## src/rtl/sshbpd_pkg.sv

```systemverilog
// ----------------------------------------------------------------------------
// sshbpd_pkg
// Shared widths, byte kinds and status codes of the SSH packet deframer.
// ----------------------------------------------------------------------------
package sshbpd_pkg;

   localparam int BYTE_W   = 8;
   localparam int LEN_W    = 32;
   localparam int POS_W    = 33;
   localparam int KIND_W   = 2;
   localparam int STATUS_W = 3;

   // request tdata: data_byte
   localparam int REQ_DATA_W = 8;
   // response tdata: byte_out, status, payload_length, zero fill
   localparam int RSP_FIELDS_W = BYTE_W + STATUS_W + LEN_W;
   localparam int RSP_DATA_W   = ((RSP_FIELDS_W + 7) / 8) * 8;

   localparam logic [LEN_W-1:0] MAX_LEN_RESET = 32'd35000;
   localparam logic [POS_W-1:0] POS_MAX       = {POS_W{1'b1}};
   localparam logic [POS_W-1:0] HDR_BYTES     = 33'd5;
   localparam logic [POS_W-1:0] LEN_BYTES     = 33'd4;
   localparam logic [POS_W-1:0] PAD_POS       = 33'd4;
   localparam logic [BYTE_W-1:0] MIN_PAD      = 8'd4;

   localparam logic [KIND_W-1:0] KIND_HEADER  = 2'd0;
   localparam logic [KIND_W-1:0] KIND_PAYLOAD = 2'd1;
   localparam logic [KIND_W-1:0] KIND_PADDING = 2'd2;
   localparam logic [KIND_W-1:0] KIND_IGNORED = 2'd3;

   localparam logic [STATUS_W-1:0] ST_PENDING = 3'd0;
   localparam logic [STATUS_W-1:0] ST_OK      = 3'd1;
   localparam logic [STATUS_W-1:0] ST_SHORT   = 3'd2;
   localparam logic [STATUS_W-1:0] ST_OVER    = 3'd3;
   localparam logic [STATUS_W-1:0] ST_TRUNC   = 3'd4;
   localparam logic [STATUS_W-1:0] ST_BADPAD  = 3'd5;

endpackage

```

## src/rtl/ssh_binary_packet_deframer_core.sv

```systemverilog
// ----------------------------------------------------------------------------
// ssh_binary_packet_deframer_core
// Tags each received byte of an SSH binary packet and reports final status.
// ----------------------------------------------------------------------------
// One byte per request, one response per request, one request per cycle. The
// byte is classified and the parser state updated in the cycle it is taken;
// the response sits in a single output register, refilled in the same cycle
// it drains, so a response follows in the next cycle; req_tready only drops
// while a response waits on rsp_tready. tuser on the request side marks the
// first byte of a buffer, tlast the last; the response carries the final
// status and payload length on its tlast beat. The user writes max_packet_length
// through csr_wr_en/csr_wr_data only while the block is idle; nothing enforces it.
module ssh_binary_packet_deframer_core (
   input  logic                               clock,
   input  logic                               reset,
   input  logic                               csr_wr_en,
   input  logic [sshbpd_pkg::LEN_W-1:0]       csr_wr_data,
   input  logic                               req_tvalid,
   output logic                               req_tready,
   input  logic [sshbpd_pkg::REQ_DATA_W-1:0]  req_tdata,   // [7:0] data_byte
   input  logic                               req_tuser,   // [0] buffer_start
   input  logic                               req_tlast,   // buffer_end
   output logic                               rsp_tvalid,
   input  logic                               rsp_tready,
   // [7:0] byte_out, [10:8] status, [42:11] pay_len, [47:43] zero
   output logic [sshbpd_pkg::RSP_DATA_W-1:0]  rsp_tdata,
   output logic [sshbpd_pkg::KIND_W-1:0]      rsp_tuser,   // [1:0] byte_kind
   output logic                               rsp_tlast    // final_item
);
   import sshbpd_pkg::*;

   logic [LEN_W-1:0]      max_len_ff;
   logic [LEN_W-1:0]      len_ff, len_in;
   logic [POS_W-1:0]      pos_ff, pos_in;
   logic [STATUS_W-1:0]   fault_ff, fault_in;
   logic [LEN_W-1:0]      pay_ff, pay_in;

   logic                  rsp_valid_ff, rsp_valid_in;
   logic [RSP_DATA_W-1:0] rsp_data_ff, rsp_data_in;
   logic [KIND_W-1:0]     rsp_kind_ff, rsp_kind_in;
   logic                  rsp_last_ff, rsp_last_in;

   logic                  accept;
   logic [BYTE_W-1:0]     d;
   logic [POS_W-1:0]      p;
   logic [LEN_W-1:0]      len_base;
   logic [STATUS_W-1:0]   fault_base;
   logic [LEN_W-1:0]      pay_base;
   logic [LEN_W-1:0]      len_new;
   logic [STATUS_W-1:0]   fault_new;
   logic [LEN_W-1:0]      pay_new;
   logic [KIND_W-1:0]     kind;
   logic [STATUS_W-1:0]   status;
   logic [LEN_W-1:0]      plen;
   logic [POS_W-1:0]      pos_inc;

   assign req_tready = !rsp_valid_ff || rsp_tready;
   assign accept     = req_tvalid && req_tready;
   assign d          = req_tdata[BYTE_W-1:0];

   // start mark clears the parser before this byte is looked at
   assign p          = req_tuser ? '0 : pos_ff;
   assign len_base   = req_tuser ? '0 : len_ff;
   assign fault_base = req_tuser ? ST_PENDING : fault_ff;
   assign pay_base   = req_tuser ? '0 : pay_ff;

   always_comb begin
      priority if (p < HDR_BYTES) begin
         kind = KIND_HEADER;
      end else if (fault_base != ST_PENDING) begin
         kind = KIND_IGNORED;
      end else if (p < {1'b0, pay_base} + HDR_BYTES) begin
         kind = KIND_PAYLOAD;
      end else if (p <= {1'b0, len_base} + 33'd3) begin
         kind = KIND_PADDING;
      end else begin
         kind = KIND_IGNORED;
      end
   end

   always_comb begin
      len_new   = len_base;
      fault_new = fault_base;
      pay_new   = pay_base;
      if (p < LEN_BYTES) begin
         unique case (p[1:0])
            2'd0:    len_new = len_base | {d, 24'b0};
            2'd1:    len_new = len_base | {8'b0, d, 16'b0};
            2'd2:    len_new = len_base | {16'b0, d, 8'b0};
            default: len_new = len_base | {24'b0, d};
         endcase
         if (p[1:0] == 2'd3 && len_new > max_len_ff) begin
            fault_new = ST_OVER;
         end
      end else if (p == PAD_POS && fault_base == ST_PENDING) begin
         if (d < MIN_PAD || ({25'b0, d} + 33'd1) > {1'b0, len_base}) begin
            fault_new = ST_BADPAD;
         end else begin
            pay_new = len_base - 32'd1 - {24'b0, d};
         end
      end
   end

   // final status in fixed priority; count < len+4 is p < len+3
   always_comb begin
      status = ST_PENDING;
      plen   = '0;
      if (req_tlast) begin
         priority if (p < LEN_BYTES) begin
            status = ST_SHORT;
         end else if (fault_new == ST_OVER) begin
            status = ST_OVER;
         end else if (p < {1'b0, len_new} + 33'd3) begin
            status = ST_TRUNC;
         end else if (fault_new == ST_BADPAD) begin
            status = ST_BADPAD;
         end else begin
            status = ST_OK;
            plen   = pay_new;
         end
      end
   end

   assign pos_inc = (p < POS_MAX) ? p + 33'd1 : p;

   always_comb begin
      len_in   = len_ff;
      pos_in   = pos_ff;
      fault_in = fault_ff;
      pay_in   = pay_ff;
      if (accept) begin
         if (req_tlast) begin
            len_in   = '0;
            pos_in   = '0;
            fault_in = ST_PENDING;
            pay_in   = '0;
         end else begin
            len_in   = len_new;
            pos_in   = pos_inc;
            fault_in = fault_new;
            pay_in   = pay_new;
         end
      end
   end

   always_comb begin
      rsp_valid_in = rsp_valid_ff && !rsp_tready;
      rsp_data_in  = rsp_data_ff;
      rsp_kind_in  = rsp_kind_ff;
      rsp_last_in  = rsp_last_ff;
      if (accept) begin
         rsp_valid_in = 1'b1;
         rsp_data_in  = {{(RSP_DATA_W - RSP_FIELDS_W){1'b0}}, plen, status, d};
         rsp_kind_in  = kind;
         rsp_last_in  = req_tlast;
      end
   end

   always_ff @(posedge clock) begin
      if (reset) begin
         max_len_ff   <= MAX_LEN_RESET;
         len_ff       <= '0;
         pos_ff       <= '0;
         fault_ff     <= ST_PENDING;
         pay_ff       <= '0;
         rsp_valid_ff <= 1'b0;
      end else begin
         if (csr_wr_en) begin
            max_len_ff <= csr_wr_data;
         end
         len_ff       <= len_in;
         pos_ff       <= pos_in;
         fault_ff     <= fault_in;
         pay_ff       <= pay_in;
         rsp_valid_ff <= rsp_valid_in;
      end
   end

   always_ff @(posedge clock) begin
      rsp_data_ff <= rsp_data_in;
      rsp_kind_ff <= rsp_kind_in;
      rsp_last_ff <= rsp_last_in;
   end

   assign rsp_tvalid = rsp_valid_ff;
   assign rsp_tdata  = rsp_data_ff;
   assign rsp_tuser  = rsp_kind_ff;
   assign rsp_tlast  = rsp_last_ff;

endmodule

```

## config.mk

```make
export PLATFORM = sky130hd
export DESIGN_NAME = ssh_binary_packet_deframer_core
export DESIGN_NICKNAME = d
export VERILOG_FILES = /design/src/rtl/sshbpd_pkg.sv /design/src/rtl/ssh_binary_packet_deframer_core.sv
export SDC_FILE = /design/constraint.sdc
export NUM_CORES = 1
export LEC_CHECK = 0
export ABC_AREA = 1
export BUFFER_PORTS_ARGS = -buffer_cell sky130_fd_sc_hd__buf_2
export CORE_MARGIN = 4
export CORE_UTILIZATION = 57
export DETAILED_ROUTE_END_ITERATION = 10
export PLACE_DENSITY = 0.78
export SYNTH_ARGS = -nofsm -noshare
export SYNTH_HDL_FRONTEND = slang
export SYNTH_SLANG_ARGS = --single-unit
```

## constraint.sdc

```tcl
create_clock -name clock -period 6.6 [get_ports clock]
set_input_delay 1.98 -clock clock [delete_from_list [all_inputs] [get_ports clock]]
set_output_delay 1.98 -clock clock [all_outputs]
set_load 0.02 [all_outputs]
```

==> results.md <==
* Outcome: complete, no violations
* Distinct cell type count after synthesis at 58
* Largest net degree at the start of global routing at 94
* ANT nets after route at 0
* Die W at about 180 µm
* Syn avg cell area at around 6.7 µm²
* Ant. Diodes at 0
* Clk slew on worst S/H paths at roughly 70 ps
* Buf+Inv Stages, Crit Path at 5
* Netlist Area Pre-Place at ~16000 µm²
* Critical-path top delay cell: ha_1
* Final GP Congestion at about 1.0
* MaxCap Viol Count at 0
* Syn-to-layout area delta at 11.41%
* CTS tree: done
* Worst min-delay path category: reg2reg
* I/O Pins at 100
* Initial antenna violation count at 0
* Layout Utilization at 0.6434
* Dpl hpwl at roughly 44000 µm
* Crit. Startpoint: req_tuser
* Flop pwr share at 0.451
* Die Footprint at between 30000 and 40000 µm²
* Ys Warns at 0
* Mapped Cells at 2394
* DR pass1 iterations at 7
* Root Driver: clkbuf_16
* Slowest stage delay, CP at between 300 and 400 ps
* RR Endpoint: rsp_tdata[13]$_SDFFCE_PP0P_
* WS Path Type: in2reg
* Net count, final at 2717
* Post-CTS setup buffer count at 0
* Sw power at around 0.75 mW
* Leakage at approximately 8.3 nW
* Crit path to: rsp_tuser[0]$_SDFFCE_PN0P_
* Cell mode on critical path: nand3_1
* Fmax at between 150 and 200 MHz
* IO buf count at 94
* Die Height at 175.8 µm
* Drt initial violations at around 1600
* Crit start category: input pin
* Slew @ Worst Pin at 1144 ps
* Final Slew Violations at 0
* Vias at between 15000 and 20000
* Worst skew pair latency at about 450 ps
* Slew headroom at 0.2372
* DRC at 0
* Power share of the combinational group at 0.127
* Vias in the first global route at 15720
* H-tree Lvls at 4
* Minimum clock period after layout at 6303 ps
* Critical Path AT at between 6000 and 7000 ps
* Period utilization at 0.9550
* Most frequent cells in the layout: nand2_1, inv_1, nor2_1
* CP required at around 6900 ps
* Starting density of the core at 0.5775
* FP Rows at 61
* Sw Share at 0.2911
* Power Internal at roughly 1.8 mW
* Endpoint type of the worst setup path: flop
* Top cell type's share of synthesized area at 0.1660
* Vias per cell at between 5 and 6
* FF-to-FF path depth at 25
* R2R setup slack at roughly 1700 ps
* Critical Path Stages at 27
* Buffer levels on the longest clock path at 2
* Core area at about 28000 µm²
* Cell family with most CP delay: simple AND/OR/NAND/NOR gates
* Final WL at around 55000 µm
* First-pass GRT wire length at roughly 86000 µm
* Clock skew after layout at 18.45 ps
* # clock sinks at approximately 180
* # setup viols final at 0
* Num CTS Buffers at 17
* Gr ovfl total at 0
* Peak VDD IR at between 200 and 300 µV
* Wire per inst at around 19 µm
* Total power at about 2.6 mW
* Most common library cell in the layout ignoring fill and taps: nand2_1
* RR Startpoint: pos_ff[0]$_SDFFE_PP0P_
* Post-synthesis sequential area ratio at 0.2520
* Setup TNS Final at 0 ps
* Synth area leaders: dfxtp_1, nand2_1, ha_1, edfxtp_1, inv_1
* Clock power share at 0.422
* Max FO, Critical Path at 9
* Yosys top cell by area: dfxtp_1
* Overall global routing resource usage at 0.3548
* Layout cells sized above 1 at 0.1379
* Pwr dens at roughly 140 nW/µm²
* Fin. Hold Viols at 0
* FF+latch count, synth at ~180
-- Yosys cell counts (all sizes together) --
cell / number
a211oi: 10
nand3: 103
buf: 30
inv: 353
xnor2: 9
o211ai: 14
nor4: 24
o2111ai: 1
or2: 6
edfxtp: 46
fa: 1
o31ai: 2
a21oi: 199
ha: 158
o21a: 2
nor3: 70
or3: 1
nor3b: 1
o21bai: 1
dfxtp: 133
o221ai: 2
xor2: 111
o22ai: 4
a21o: 3
nor2: 262
a41oi: 1
a21boi: 4
clkbuf: 46
nand4: 46
nand2: 609
a2111oi: 1
conb: 1
o221a: 2
a31oi: 4
o21ai: 129
clkinv: 4
or4: 1
-- power by group through the flow --
stage,sequential (mW),clock (mW),combinational (mW)
6_report,1.16,1.09,0.329
5_1_grt,1.17,1.14,0.363
4_1_cts,1.16,1.10,0.324
3_5_place_dp,1.19,0,0.322
3_3_place_gp,1.19,0,0.316
2_1_floorplan,1.21,0,0.190
-- kinds of logic (layout without fill, tap and decap cells) --
logic type / after synthesis / count (layout) / synth area share
buffers and inverters: 433 / 559 / 0.1088
AOI/OAI and AO/OA: 379 / 379 / 0.1299
adders and majority gates: 159 / 159 / 0.1245
other: 1 / 5 / 0.0002337
xor gates and xnor gates: 120 / 120 / 0.06551
and+or+nand+nor: 1123 / 1123 / 0.3190
DFF: 179 / 179 / 0.2520
-- worst reg2reg max path: stages (launching register included) --
cell     delay [ps]
dfxtp_1         340
inv_1            80
nor2_1          240
ha_1            320
nor2_1           60
nand2_1         270
inv_1           140
nor3_1          330
nand2_1          90
o21ai_0         170
nand3_1         210
inv_2           100
nand2_2         100
inv_1            90
nand3_1         140
nor4_1          250
nand4_1         140
ha_1            340
nand4_1         150
or3_1           320
nor4_1          190
nand2_1         110
nand2_1         110
nand3_2          90
buf_12          180
nor2_1          140
-- per-layer routing --
| layer | part of all wire | vias to the layer above | wire length (µm) | GRT usage |
|---|---|---|---|---|
| met5 | 0 | - | 0 | 0 |
| met4 | 0.047 | 0 | 2615 | 0.1524 |
| met3 | 0.078 | 142 | 4324 | 0.05037 |
| met2 | 0.45 | 721 | 24860 | 0.5741 |
| met1 | 0.43 | 7642 | 23680 | 0.4750 |
| li1 | - | 8004 | - | - |
-- worst min path at each step --
stage	from	end	slack (ps)	cells after the start
floorplan	max_len_ff[16]$_SDFFE_PP0P_	max_len_ff[16]$_SDFFE_PP0P_	440	2
CTS	len_ff[20]$_SDFFE_PP0P_	len_ff[20]$_SDFFE_PP0P_	470	2
global placement	len_ff[20]$_SDFFE_PP0P_	len_ff[20]$_SDFFE_PP0P_	450	2
global route	pay_ff[11]$_SDFFE_PP0P_	pay_ff[11]$_SDFFE_PP0P_	490	2
detailed placement	len_ff[24]$_SDFFE_PP0P_	len_ff[24]$_SDFFE_PP0P_	460	2
finish	len_ff[23]$_SDFFE_PP0P_	len_ff[23]$_SDFFE_PP0P_	460	2
-- sequential cells by signal, summed over array words and instances (netlist names) --
signal      count
rsp_tdata      43
pos_ff         33
len_ff         32
max_len_ff     32
pay_ff         32
fault_ff        3
rsp_tuser       2
rsp_tlast       1
rsp_tvalid      1
-- stage by stage --
| step | instances | hold WS [ps] | area [µm²] | setup slack (ps) |
|---|---|---|---|---|
| after global routing | 2902 | 486.0 | 17870 | -9.754 |
| after global placement | 2870 | 451.9 | 17240 | -94.84 |
| after detailed placement | 2870 | 455.1 | 17240 | -151.6 |
| after CTS | 2902 | 466.5 | 17850 | 322.1 |
| after floorplan | 2398 | 439.5 | 16060 | 281.3 |
| final | 2902 | 464.9 | 17870 | 296.7 |
-- final cells by class --
type	instances	area, µm²
clock buffers	18	439.2
clock inverters	14	170.2
fillers	2633	9907
inverters	357	1345
multi-input cells	1786	10310
flip-flops and latches	179	4044
well taps	378	473.0
repair buffers	170	1094
-- what timing repair did --
item,CTS,global route
hold buffers,0,0
endpoints found under the setup margin,0,2
resized for setup,0,5
Note: power is estimated with default switching activity, not from simulation.
